<file path="src/hw/rtl/usta_pkg.sv">
// ----------------------------------------------------------------------------
// usta_pkg
// Shared types, constants and color helpers of the UYVY scaler.
// ----------------------------------------------------------------------------
package usta_pkg;

    localparam int DEF_MAX_OUT_WIDTH  = 1920;
    localparam int DEF_MAX_OUT_HEIGHT = 1300;
    localparam int DEF_MAX_SRC_DIM    = 4096;

    localparam int NUM_W = 24;   // 11-bit position times 13-bit size
    localparam int DIV_W = 11;   // clamped output size
    localparam int CFG_IDX_W  = 3;
    localparam int CFG_DATA_W = 16;

    typedef enum logic [CFG_IDX_W-1:0] {
        CFG_SRC_WIDTH  = 3'd0,
        CFG_SRC_HEIGHT = 3'd1,
        CFG_ROW_STRIDE = 3'd2,
        CFG_OUT_WIDTH  = 3'd3,
        CFG_OUT_HEIGHT = 3'd4
    } cfg_idx_t;

    typedef struct packed {
        logic [10:0] out_x;
        logic [10:0] out_y;
        logic [7:0]  chroma_u;
        logic [7:0]  luma_even;
        logic [7:0]  chroma_v;
        logic [7:0]  luma_odd;
    } req_t;

    typedef struct packed {
        logic [31:0] pixel_argb;
        logic [11:0] source_column;
        logic [11:0] source_row;
        logic [24:0] source_byte_offset;
    } res_t;

    typedef struct packed {
        logic [7:0] u;
        logic [7:0] y0;
        logic [7:0] v;
        logic [7:0] y1;
    } pix_t;

    typedef struct packed {
        logic [NUM_W-1:0] num_x;
        logic [NUM_W-1:0] num_y;
        pix_t             pix;
    } work_t;

    typedef struct packed {
        logic [12:0] src_width;
        logic [12:0] src_height;
        logic [13:0] row_stride;
        logic [10:0] out_width;
        logic [10:0] out_height;
    } cfg_t;

    localparam logic [7:0] ALPHA = 8'hff;

    // floor(num / 256) clamped to 0..255
    function automatic logic [7:0] clamp_ch(input logic signed [19:0] num);
        logic signed [11:0] q;
        q = 12'(num >>> 8);
        if (q < 0)
            return 8'd0;
        else if (q > 12'sd255)
            return 8'd255;
        else
            return q[7:0];
    endfunction

endpackage

</file>
<file path="src/hw/rtl/usta_fifo.sv">
// ----------------------------------------------------------------------------
// usta_fifo
// Two-entry queue between front and back.
// ----------------------------------------------------------------------------
module usta_fifo (
    input  logic               clk,
    input  logic               rst_n,
    input  logic               push,
    input  usta_pkg::work_t    wdata,
    input  logic               pop,
    output logic               full,
    output logic               not_empty,
    output usta_pkg::work_t    rdata
);

    usta_pkg::work_t mem [0:1];
    logic       wr_ptr_reg, wr_ptr_next;
    logic       rd_ptr_reg, rd_ptr_next;
    logic [1:0] count_reg, count_next;
    logic       do_pop;

    assign full      = (count_reg == 2'd2);
    assign not_empty = (count_reg != 2'd0);
    assign do_pop    = pop && not_empty;
    assign rdata     = mem[rd_ptr_reg];

    always_comb
    begin
        wr_ptr_next = push ? ~wr_ptr_reg : wr_ptr_reg;
        rd_ptr_next = do_pop ? ~rd_ptr_reg : rd_ptr_reg;
        count_next  = count_reg + 2'(push) - 2'(do_pop);
    end

    always_ff @(posedge clk)
    begin
        if (push)
            mem[wr_ptr_reg] <= wdata;
    end

    always_ff @(posedge clk or negedge rst_n)
    begin
        if (!rst_n)
        begin
            wr_ptr_reg <= 1'b0;
            rd_ptr_reg <= 1'b0;
            count_reg  <= 2'd0;
        end
        else
        begin
            wr_ptr_reg <= wr_ptr_next;
            rd_ptr_reg <= rd_ptr_next;
            count_reg  <= count_next;
        end
    end

endmodule

</file>
<file path="src/hw/rtl/usta_front.sv">
// ----------------------------------------------------------------------------
// usta_front
// Takes requests and forms the scaled numerators for the dividers.
// ----------------------------------------------------------------------------
module usta_front (
    input  logic             start,
    input  usta_pkg::req_t   req,
    input  logic             full,
    input  usta_pkg::cfg_t   cfg,
    output logic             busy,
    output logic             push,
    output usta_pkg::work_t  wdata
);

    assign busy = full;
    assign push = start && !full;

    always_comb
    begin
        wdata.num_x  = usta_pkg::NUM_W'(req.out_x * cfg.src_width);
        wdata.num_y  = usta_pkg::NUM_W'(req.out_y * cfg.src_height);
        wdata.pix.u  = req.chroma_u;
        wdata.pix.y0 = req.luma_even;
        wdata.pix.v  = req.chroma_v;
        wdata.pix.y1 = req.luma_odd;
    end

endmodule

</file>
<file path="src/hw/rtl/usta_div.sv">
// ----------------------------------------------------------------------------
// usta_div
// Pipelined restoring divider, one quotient bit per stage, saturating.
// ----------------------------------------------------------------------------
module usta_div #(
    parameter int MAX_SRC_DIM = usta_pkg::DEF_MAX_SRC_DIM
) (
    input  logic                             clk,
    input  logic [usta_pkg::NUM_W-1:0]       num,
    input  logic [usta_pkg::DIV_W-1:0]       den,
    output logic [$clog2(MAX_SRC_DIM)-1:0]   quo
);

    localparam int QW = $clog2(MAX_SRC_DIM);
    localparam int NW = usta_pkg::NUM_W;
    localparam int DW = usta_pkg::DIV_W;
    localparam int CW = (NW > DW + QW) ? NW : DW + QW;
    localparam logic [QW-1:0] QSAT = QW'(MAX_SRC_DIM - 1);

    logic [CW-1:0] rem_reg  [0:QW];
    logic [QW-1:0] quo_reg  [0:QW];
    logic          sat_reg  [0:QW];
    logic          zero_reg [0:QW];

    // num >= den * 2^QW means the quotient cannot fit
    always_ff @(posedge clk)
    begin
        rem_reg[0]  <= CW'(num);
        quo_reg[0]  <= '0;
        sat_reg[0]  <= (CW'(num >> QW) >= CW'(den)) && (den != '0);
        zero_reg[0] <= (den == '0);
    end

    for (genvar k = 1; k <= QW; k++)
    begin : g_stage
        localparam int BIT = QW - k;
        logic [CW-1:0] sub;
        assign sub = CW'(den) << BIT;

        always_ff @(posedge clk)
        begin
            sat_reg[k]  <= sat_reg[k-1];
            zero_reg[k] <= zero_reg[k-1];
            if (rem_reg[k-1] >= sub)
            begin
                rem_reg[k] <= rem_reg[k-1] - sub;
                quo_reg[k] <= quo_reg[k-1] | (QW'(1) << BIT);
            end
            else
            begin
                rem_reg[k] <= rem_reg[k-1];
                quo_reg[k] <= quo_reg[k-1];
            end
        end
    end

    always_comb
    begin
        priority if (zero_reg[QW])
            quo = '0;
        else if (sat_reg[QW] || (quo_reg[QW] > QSAT))
            quo = QSAT;
        else
            quo = quo_reg[QW];
    end

endmodule

</file>
<file path="src/hw/rtl/usta_back.sv">
// ----------------------------------------------------------------------------
// usta_back
// Divides, picks luma, converts to ARGB and forms the macropixel address.
// ----------------------------------------------------------------------------
module usta_back #(
    parameter int MAX_OUT_WIDTH  = usta_pkg::DEF_MAX_OUT_WIDTH,
    parameter int MAX_OUT_HEIGHT = usta_pkg::DEF_MAX_OUT_HEIGHT,
    parameter int MAX_SRC_DIM    = usta_pkg::DEF_MAX_SRC_DIM
) (
    input  logic             clk,
    input  logic             rst_n,
    input  logic             in_valid,
    input  usta_pkg::work_t  in_work,
    input  usta_pkg::cfg_t   cfg,
    output logic             strobe,
    output usta_pkg::res_t   result
);

    localparam int QW = $clog2(MAX_SRC_DIM);
    localparam int PW = QW + 14;

    logic [usta_pkg::DIV_W-1:0] den_x, den_y;
    logic [QW-1:0]              qx, qy;

    always_comb
    begin
        den_x = ({2'b00, cfg.out_width} > 13'(MAX_OUT_WIDTH))
              ? usta_pkg::DIV_W'(MAX_OUT_WIDTH) : cfg.out_width;
        den_y = ({2'b00, cfg.out_height} > 13'(MAX_OUT_HEIGHT))
              ? usta_pkg::DIV_W'(MAX_OUT_HEIGHT) : cfg.out_height;
    end

    usta_div #(.MAX_SRC_DIM(MAX_SRC_DIM)) u_div_x (
        .clk (clk),
        .num (in_work.num_x),
        .den (den_x),
        .quo (qx)
    );

    usta_div #(.MAX_SRC_DIM(MAX_SRC_DIM)) u_div_y (
        .clk (clk),
        .num (in_work.num_y),
        .den (den_y),
        .quo (qy)
    );

    // side band follows the divider stages
    usta_pkg::pix_t pix_reg   [0:QW];
    logic           valid_reg [0:QW];

    always_ff @(posedge clk)
    begin
        pix_reg[0] <= in_work.pix;
        for (int k = 1; k <= QW; k++)
            pix_reg[k] <= pix_reg[k-1];
    end

    always_ff @(posedge clk or negedge rst_n)
    begin
        if (!rst_n)
        begin
            for (int k = 0; k <= QW; k++)
                valid_reg[k] <= 1'b0;
        end
        else
        begin
            valid_reg[0] <= in_valid;
            for (int k = 1; k <= QW; k++)
                valid_reg[k] <= valid_reg[k-1];
        end
    end

    // color sums and address product
    logic [7:0]         ysel, lum;
    logic signed [19:0] ls, us, vs;
    logic signed [19:0] r_next, g_next, b_next;
    logic signed [19:0] r_reg, g_reg, b_reg;
    logic [PW-1:0]      prod_reg;
    logic [QW-1:0]      col_reg, row_reg;
    logic               v1_reg, v2_reg;
    usta_pkg::res_t     res_reg;

    always_comb
    begin
        ysel   = qx[0] ? pix_reg[QW].y1 : pix_reg[QW].y0;
        lum    = (ysel < 8'd16) ? 8'd0 : ysel - 8'd16;
        ls     = $signed({12'd0, lum});
        us     = $signed({12'd0, pix_reg[QW].u}) - 20'sd128;
        vs     = $signed({12'd0, pix_reg[QW].v}) - 20'sd128;
        r_next = 20'sd298 * ls + 20'sd409 * vs + 20'sd128;
        g_next = 20'sd298 * ls - 20'sd100 * us - 20'sd208 * vs + 20'sd128;
        b_next = 20'sd298 * ls + 20'sd516 * us + 20'sd128;
    end

    always_ff @(posedge clk)
    begin
        r_reg    <= r_next;
        g_reg    <= g_next;
        b_reg    <= b_next;
        prod_reg <= PW'(qy) * PW'(cfg.row_stride);
        col_reg  <= qx & ~QW'(1);
        row_reg  <= qy;

        res_reg.pixel_argb <= {usta_pkg::ALPHA, usta_pkg::clamp_ch(r_reg),
                               usta_pkg::clamp_ch(g_reg), usta_pkg::clamp_ch(b_reg)};
        res_reg.source_column      <= 12'(col_reg);
        res_reg.source_row         <= 12'(row_reg);
        res_reg.source_byte_offset <= 25'(prod_reg) + 25'({col_reg, 1'b0});
    end

    always_ff @(posedge clk or negedge rst_n)
    begin
        if (!rst_n)
        begin
            v1_reg <= 1'b0;
            v2_reg <= 1'b0;
        end
        else
        begin
            v1_reg <= valid_reg[QW];
            v2_reg <= v1_reg;
        end
    end

    assign strobe = v2_reg;
    assign result = res_reg;

endmodule

</file>
<file path="src/hw/rtl/uyvy_scale_to_argb_unit.sv">
// ----------------------------------------------------------------------------
// uyvy_scale_to_argb_unit
// Nearest-neighbour UYVY to ARGB scaler, one output pixel per clock.
// ----------------------------------------------------------------------------
// A request (start high while busy is low) carries an output position and the
// four bytes of its UYVY macropixel. One request is taken every clock; each
// gives exactly one result, shown on result for a single cycle with strobe
// high, in request order. The result is taken at the edge that ends that cycle.
// A request passes through the queue, the divider pipeline
// ($clog2(MAX_SRC_DIM) + 1 stages, fed straight from the queue) and then the
// color and address stages. The receiver cannot hold results off, so nothing
// backs up and busy stays low in normal use. The user must write configuration
// through cfg_valid/ready only while no request is in flight; the block itself
// does not enforce this, and cfg_ready is always high.
// ----------------------------------------------------------------------------
module uyvy_scale_to_argb_unit #(
    parameter int MAX_OUT_WIDTH  = usta_pkg::DEF_MAX_OUT_WIDTH,
    parameter int MAX_OUT_HEIGHT = usta_pkg::DEF_MAX_OUT_HEIGHT,
    parameter int MAX_SRC_DIM    = usta_pkg::DEF_MAX_SRC_DIM
) (
    input  logic                                clk,
    input  logic                                rst_n,
    input  logic                                start,
    output logic                                busy,
    input  usta_pkg::req_t                      req,
    output logic                                strobe,
    output usta_pkg::res_t                      result,
    input  logic                                cfg_valid,
    output logic                                cfg_ready,
    input  logic [usta_pkg::CFG_IDX_W-1:0]      cfg_index,
    input  logic [usta_pkg::CFG_DATA_W-1:0]     cfg_data
);

    usta_pkg::cfg_t  cfg_reg;
    usta_pkg::work_t wdata, rdata;
    logic            push, full, not_empty;

    assign cfg_ready = 1'b1;

    // register file; unknown indexes are dropped
    always_ff @(posedge clk or negedge rst_n)
    begin
        if (!rst_n)
        begin
            cfg_reg.src_width  <= 13'd1920;
            cfg_reg.src_height <= 13'd1080;
            cfg_reg.row_stride <= 14'd3840;
            cfg_reg.out_width  <= 11'd1920;
            cfg_reg.out_height <= 11'd1080;
        end
        else if (cfg_valid && cfg_ready)
        begin
            unique case (usta_pkg::cfg_idx_t'(cfg_index))
                usta_pkg::CFG_SRC_WIDTH:  cfg_reg.src_width  <= cfg_data[12:0];
                usta_pkg::CFG_SRC_HEIGHT: cfg_reg.src_height <= cfg_data[12:0];
                usta_pkg::CFG_ROW_STRIDE: cfg_reg.row_stride <= cfg_data[13:0];
                usta_pkg::CFG_OUT_WIDTH:  cfg_reg.out_width  <= cfg_data[10:0];
                usta_pkg::CFG_OUT_HEIGHT: cfg_reg.out_height <= cfg_data[10:0];
                default: ;
            endcase
        end
    end

    // front: take request, form numerators
    usta_front u_front (
        .start (start),
        .req   (req),
        .full  (full),
        .cfg   (cfg_reg),
        .busy  (busy),
        .push  (push),
        .wdata (wdata)
    );

    // queue decouples front and back
    usta_fifo u_fifo (
        .clk       (clk),
        .rst_n     (rst_n),
        .push      (push),
        .wdata     (wdata),
        .pop       (1'b1),
        .full      (full),
        .not_empty (not_empty),
        .rdata     (rdata)
    );

    // back: divide, convert, address; always drains the queue
    usta_back #(
        .MAX_OUT_WIDTH  (MAX_OUT_WIDTH),
        .MAX_OUT_HEIGHT (MAX_OUT_HEIGHT),
        .MAX_SRC_DIM    (MAX_SRC_DIM)
    ) u_back (
        .clk      (clk),
        .rst_n    (rst_n),
        .in_valid (not_empty),
        .in_work  (rdata),
        .cfg      (cfg_reg),
        .strobe   (strobe),
        .result   (result)
    );

endmodule

</file>
<file path="config.mk">
export PLATFORM = sky130hd
export DESIGN_NAME = uyvy_scale_to_argb_unit
export DESIGN_NICKNAME = d
export VERILOG_FILES = /design/src/hw/rtl/usta_pkg.sv /design/src/hw/rtl/usta_fifo.sv /design/src/hw/rtl/usta_front.sv /design/src/hw/rtl/usta_div.sv /design/src/hw/rtl/usta_back.sv /design/src/hw/rtl/uyvy_scale_to_argb_unit.sv
export SDC_FILE = /design/constraint.sdc
export NUM_CORES = 2
export LEC_CHECK = 0
export BUFFER_PORTS_ARGS = -buffer_cell sky130_fd_sc_hd__clkbuf_2
export CORE_MARGIN = 4
export CORE_UTILIZATION = 45
export CTS_CLUSTER_DIAMETER = 200
export DETAILED_ROUTE_END_ITERATION = 10
export GPL_TIMING_DRIVEN = 0
export HOLD_SLACK_MARGIN = 0.15
export MAX_ROUTING_LAYER = met4
export PLACE_DENSITY = 0.59
export SYNTH_ARGS = -nofsm -noshare
export SYNTH_HDL_FRONTEND = slang
export SYNTH_SLANG_ARGS = --single-unit
</file>
<file path="constraint.sdc">
create_clock -name clk -period 12.4 [get_ports clk]
set_clock_uncertainty 0.05 [all_clocks]
set_input_delay 0 -clock clk [delete_from_list [all_inputs] [get_ports clk]]
set_output_delay 0 -clock clk [all_outputs]
set_load 0.005 [all_outputs]
</file>
After elaboration in Yosys (flattened, before gate mapping)
Memory sizes are Yosys's and may differ from the RTL's. Cells that the tools add are included.

Bits in registers: 261. Latch bits: 0. RAM bits: 1564. Memory bits (read-only): 0. Output and inout port bits: 84. Memories kept: 10.

Memory list: u_back.pix_reg (depth 13, width 32, read ports 13, clocked after Yosys merged registers in 0, write ports 13, RTL line usta_back.sv:48) `usta_pkg::pix_t pix_reg [0:QW];`; u_back.u_div_x.rem_reg (depth 13, width 24, read ports 12, clocked after Yosys merged registers in 0, write ports 13, RTL line usta_div.sv:20) `logic [CW-1:0] rem_reg [0:QW];`; u_back.u_div_y.rem_reg (depth 13, width 24, read ports 12, clocked after Yosys merged registers in 0, write ports 13, RTL line usta_div.sv:20); u_fifo.mem (depth 2, width 80, read ports 1, clocked after Yosys merged registers in 0, write ports 1, RTL line usta_fifo.sv:16) `usta_pkg::work_t mem [0:1];`; u_back.u_div_x.quo_reg (depth 13, width 12, read ports 13, clocked after Yosys merged registers in 0, write ports 13, RTL line usta_div.sv:21) `logic [QW-1:0] quo_reg [0:QW];`; u_back.u_div_y.quo_reg (depth 13, width 12, read ports 13, clocked after Yosys merged registers in 0, write ports 13, RTL line usta_div.sv:21); +4 memories.

Add/sub/neg operators: 37. Multiply operators: 8. Div/mod/pow operators: 0. Order comparisons: 37. Equal/unequal tests: 5. Shift-type cells: 0. Multiplexer cells: 133. Bitwise gates (word level): 50. Reduce and logical (&&, ||, !) cells: 17.

Operators with widths (number): 2-to-1 mux 24 bit (24); 2-to-1 mux 12 bit (27); 2-to-1 mux 1 bit (75); adder 20 x 9 -> 20 bit (second input constant) (3); >= comparator 24 x 11 -> 1 bit (2); >= comparator 24 x 12 -> 1 bit (2); >= comparator 24 x 13 -> 1 bit (2); >= comparator 24 x 14 -> 1 bit (2); >= comparator 24 x 15 -> 1 bit (2); >= comparator 24 x 16 -> 1 bit (2); >= comparator 24 x 17 -> 1 bit (2); >= comparator 24 x 18 -> 1 bit (2); >= comparator 24 x 19 -> 1 bit (2); >= comparator 24 x 20 -> 1 bit (2); >= comparator 24 x 21 -> 1 bit (2); >= comparator 24 x 22 -> 1 bit (2); multiplier 11 x 13 -> 24 bit (2); OR 1 bit (48); subtractor 24 x 11 -> 24 bit (2); subtractor 24 x 12 -> 24 bit (2); subtractor 24 x 13 -> 24 bit (2); subtractor 24 x 14 -> 24 bit (2); subtractor 24 x 15 -> 24 bit (2); subtractor 24 x 16 -> 24 bit (2); 40 further kinds (72).

Longest topological paths before layout
An unclocked memory read counts as a cell.

Depth after elaboration: 12. Depth in mapped cells: 30.

Modules after synthesis
A second synthesis with hierarchy kept.

Cells, all modules: 7205. Area total of the unflattened synthesis: 77520.6 um2.

Modules (own cells, without submodules): usta_back (times used 1, cells each 2144, area an instance 24815.0 um2); usta_div at u_back.u_div_y (times used 1, cells each 1749, area an instance 17063.9 um2); usta_div at u_back.u_div_x (times used 1, cells each 1747, area an instance 17062.6 um2); usta_front (times used 1, cells each 1162, area an instance 9744.3 um2); usta_fifo (times used 1, cells each 266, area an instance 6373.6 um2); uyvy_scale_to_argb_unit (times used 1, cells each 137, area an instance 2461.1 um2).

Least setup slack after synthesis
Ideal clock, no wire load.

Path kind: register to register. Start: mem u_back.u_div_x.sat_reg[24][0], in the netlist u_back.u_div_x.sat_reg[3][0]. End: reg u_back.r_reg[19]. Library setup time: 0.136 ns. Data arrival time: 6.633 ns. Path slack: 5.580 ns. Stages on the path, launching flop included: 29. Path buffers: 0. Period minus slack after synthesis: 6.820 ns. Path through: dfxtp_1 -> o21bai_2 -> mux2i_1 -> ha_1 -> inv_1 -> nor2_1 -> nor2_1 -> ha_1 -> fa_1 -> fa_1 -> fa_1 -> ha_1 -> inv_1 -> o21bai_1 -> a21oi_1 -> xnor2_1 -> ha_1 -> inv_1 -> fa_1 -> fa_1 -> inv_1 -> ha_1 -> a21o_1 -> a21oi_1 -> a21oi_1 -> nor3_2 -> o21bai_2 -> a211oi_1 -> xnor2_1.

RTL lines: from (decl) (RTL line usta_div.sv:22) `logic sat_reg [0:QW];`; to (signal assigned) (RTL line usta_back.sv:97) `r_reg <= r_next;`; to (decl) (RTL line usta_back.sv:77) `logic signed [19:0] r_reg, g_reg, b_reg;`.

==> flow_metrics.env <==
export IMPL_outcome="finished, final reports clean"
export IMPL_cts_tree="built"
export IMPL_tightest_slew_ps=1251
export IMPL_post_cts_setup_buffers=0
export IMPL_min_from="cfg_data[0]"
export IMPL_hold_end="cfg_reg[36]$_DFFE_PN0P_"
export IMPL_numCtsBuffers=166
export IMPL_die_area_um2=173000
export IMPL_drt_iter0_drc=2353
export IMPL_rsz0062_at_grt="false"
export IMPL_placementRows=149
export IMPL_gp_congestion=0.8822
export IMPL_first_global_vias=49920
export IMPL_synthesis_area_um2=74890
export IMPL_vias_per_cell=5.006
export IMPL_rr_endpoint="u_back.g_reg[19]$_DFF_P_"
export IMPL_seq_area_frac_synth=0.4540
export IMPL_cp_slowest_cell="o311ai_0"
export IMPL_postSynthAreaPerCell_um2=10.82
export IMPL_clk_latency_ps=810
export IMPL_critical_path_max_fanout=9
export IMPL_dp_cells=9277
export IMPL_clockBufferDepth=3
export IMPL_finalMaxSlewViolations=0
export IMPL_hold_path_class="input port to flop"
export IMPL_port_buffers=148
export IMPL_synthTopCellsByArea="dfxtp_1 36%, ha_1 12%, fa_1 11%, edfxtp_1 6.4%, xnor2_1 3.2%"
export IMPL_grt_use_met2=0.3437
export IMPL_wl_per_cell_um=17.12
export IMPL_drive_above_1_share=0.09476
export IMPL_critPathMaxStageDelay_ps=780
export IMPL_end_kind="flop"
export IMPL_fp_coreArea_um2=165200
export IMPL_start_util=0.4534
export IMPL_relSlewSlack=0.1650
export IMPL_die_width_um=416.0
export IMPL_place_ws_ps=3417
export IMPL_grt_start_max_net_pins=50
export IMPL_synth_edff_count=160
export IMPL_nets=8543
export IMPL_critPathKind="flop to flop"
export IMPL_io_pins=161
export IMPL_fill_cells=14750
export IMPL_cp_start_kind="flop"
export IMPL_synth_top_cell_area_share=0.3625
export IMPL_max_freq_ghz=0.1136
export IMPL_min_period_over_period=0.7096
export IMPL_max_cap_violations=0
export IMPL_yosysWarnings=0
export IMPL_fin_tns_setup_ps=0
export IMPL_synth_top_area_cell="dfxtp_1"
export IMPL_gr_total_overflow=0
export IMPL_cp_common_cell="ha_1"
export IMPL_rrSetupSlack_ps=3600
export IMPL_grt_pass1_wl_um=267000
export IMPL_dr_pass1_iters=5
export IMPL_grt_util_met1=0.2367
export IMPL_fin_crit_ps=8799
export IMPL_grt_busiest_layer="met2"
export IMPL_cts_root_buf="clkbuf_16"
export IMPL_grt_usage=0.1985
export IMPL_finalSetupViolations=0
export IMPL_largest_reg_flops=416
export IMPL_cp_cell_sequence="o21bai_2, mux2i_1, ha_1, inv_1, o311ai_0, nand2_1, ha_1, fa_1, fa_1, ha_1, a21oi_1, o21ai_0, xor2_1, inv_1, fa_1, inv_1, ha_1, ha_1, a21o_1, a21oi_1, nand2b_1, a2111oi_0, o41ai_1, xnor2_1"
export IMPL_drc=0
export IMPL_cts_resized=0
export IMPL_hpwl_um=128200
export IMPL_rr_worst_depth=24
export IMPL_synth_ff_type="dfxtp_1"
export IMPL_hold_depth=3
export IMPL_synth_seq_cells=1597
export IMPL_antenna_found_initial=11
export IMPL_path_clk_slew_ps=60
export IMPL_grt_use_met3=0.02776
export IMPL_final_hold_viol_count=0
export IMPL_clock_sinks=1597
export IMPL_arrival_ps=9420
export IMPL_async_flop_share=0.05072
export IMPL_drtAntennaViolNets=0
export IMPL_timing_rr_start="u_back.u_div_x.sat_reg[3][0]$_DFF_P_"
export IMPL_syn_to_final_growth_pct=14.51
export IMPL_timing_hold_ws_ps=206.3
export IMPL_die_y_um=416.0
export IMPL_fin_ws_ps=3601
export IMPL_finalNonFillerCells=9705
export IMPL_num_vias=48580
export IMPL_synthCells=6924
export IMPL_routed_wl_um=166100
export IMPL_htree_levels=4
export IMPL_ys_types=99
export IMPL_required_ps=13020
## worst max-delay path by stage
stage / endpoint / from / cells after the start
floorplan: u_back.r_reg[19]$_DFF_P_ / u_back.u_div_x.sat_reg[3][0]$_DFF_P_ / 28
global placement: u_back.r_reg[19]$_DFF_P_ / u_back.u_div_x.sat_reg[3][0]$_DFF_P_ / 27
detailed placement: u_back.g_reg[19]$_DFF_P_ / u_back.u_div_x.sat_reg[3][0]$_DFF_P_ / 24
CTS: u_back.g_reg[19]$_DFF_P_ / u_back.u_div_x.sat_reg[3][0]$_DFF_P_ / 24
global route: u_back.r_reg[19]$_DFF_P_ / u_back.u_div_x.sat_reg[3][0]$_DFF_P_ / 27
finish: u_back.g_reg[19]$_DFF_P_ / u_back.u_div_x.sat_reg[3][0]$_DFF_P_ / 24
## logic make-up (layout without fill, tap and decap cells)
group	Yosys count	count (layout)	share of synthesized area
AO/OA/AOI/OAI	963	963	0.08206
adder cells (fa/ha/maj)	1097	1097	0.2228
AND/OR/NAND/NOR	1838	1838	0.1200
flip-flops	1597	1597	0.4540
other	2	12	0.0001003
multiplexers	199	199	0.02960
buffers and inverters	793	1375	0.04061
XOR/XNOR	435	435	0.05087
## stage by stage
stage	utilization	instance area, um2
after floorplan	-	74920
after global placement	0.4747	78400
after detailed placement	0.4759	78600
after CTS	0.5192	85750
after global routing	0.5192	85760
final	0.5192	85760
## final cells by class
type	instances	area, um2	share of cell area
Antenna cell	2	5.005	0.00005836
Buffer	162	674.4	0.007864
Clock buffer	231	4731	0.05516
Clock inverter	82	1281	0.01494
Inverter	631	2369	0.02762
Multi-Input combinational cell	4542	37930	0.4423
Sequential cell	1597	34000	0.3965
Tap cell	2189	2739	0.03194
Timing Repair Buffer	269	2032	0.02369
## per-layer routing
metal | routed length, um | up-vias
li1 | - | 24220
met1 | 72130 | 23250
met2 | 82260 | 834
met3 | 5944 | 285
met4 | 5792 | 0
met5 | 0 | -
## synthesized netlist by cell type (all sizes together) (26+ instances only)
master	number
nand2	621
o31ai	43
xnor2	270
xor2	165
mux2	171
ha	703
buf	26
dfrtp	61
nor2	399
or3	39
nor4	70
nand2b	70
o21ai	259
fa	394
inv	631
nor2b	71
dfxtp	1356
a211oi	30
o21a	39
a21o	134
and2	190
edfxtp	160
nand3	65
a21oi	262
nor3	124
and3	34
clkbuf	136
mux2i	28
a31oi	30
nand4	44
a21boi	32
## worst max-delay path, delay by kind of cell (launching register included)
kind | cells | cell delay [ps]
buffers and inverters | 3 | 340
multiplexers | 1 | 560
XOR/XNOR | 2 | 640
AND/OR/NAND/NOR | 2 | 430
AO/OA/AOI/OAI | 8 | 3020
adder cells (fa/ha/maj) | 8 | 3160
flip-flops | 1 | 420
## cell usage in the layout (no fill, tap or decap), types with 29 or more instances in the layout
master	netlist	routed
inv_1	628	628
nand4_1	44	44
ha_1	703	703
nor2b_1	71	69
clkbuf_2	0	148
a21o_1	134	134
fa_1	394	394
edfxtp_1	160	160
nand2_1	621	621
mux2_2	168	168
nor2_1	399	398
nand2b_1	70	70
nor4_1	65	65
o21a_1	39	39
clkbuf_1	136	169
nand3_1	65	65
xor2_1	165	165
clkbuf_16	0	168
dfrtp_1	61	61
clkbuf_8	0	29
and2_1	189	189
dfxtp_1	1356	1356
xnor2_1	270	270
o31ai_1	43	43
dlygate4sd3_1	0	111
and3_1	34	33
nor3_1	122	122
o21ai_0	247	247
or3_1	37	37
a21oi_1	262	261
a211oi_1	29	29
## timing repair
item	CTS	global route
hold buffers	112	0
endpoints found under the setup margin	0	0
endpoints found under the hold margin	387	0
Power is left out: the tool's default activity adds up to more than one toggle a clock period on the data nets, which glitch-free logic cannot reach.
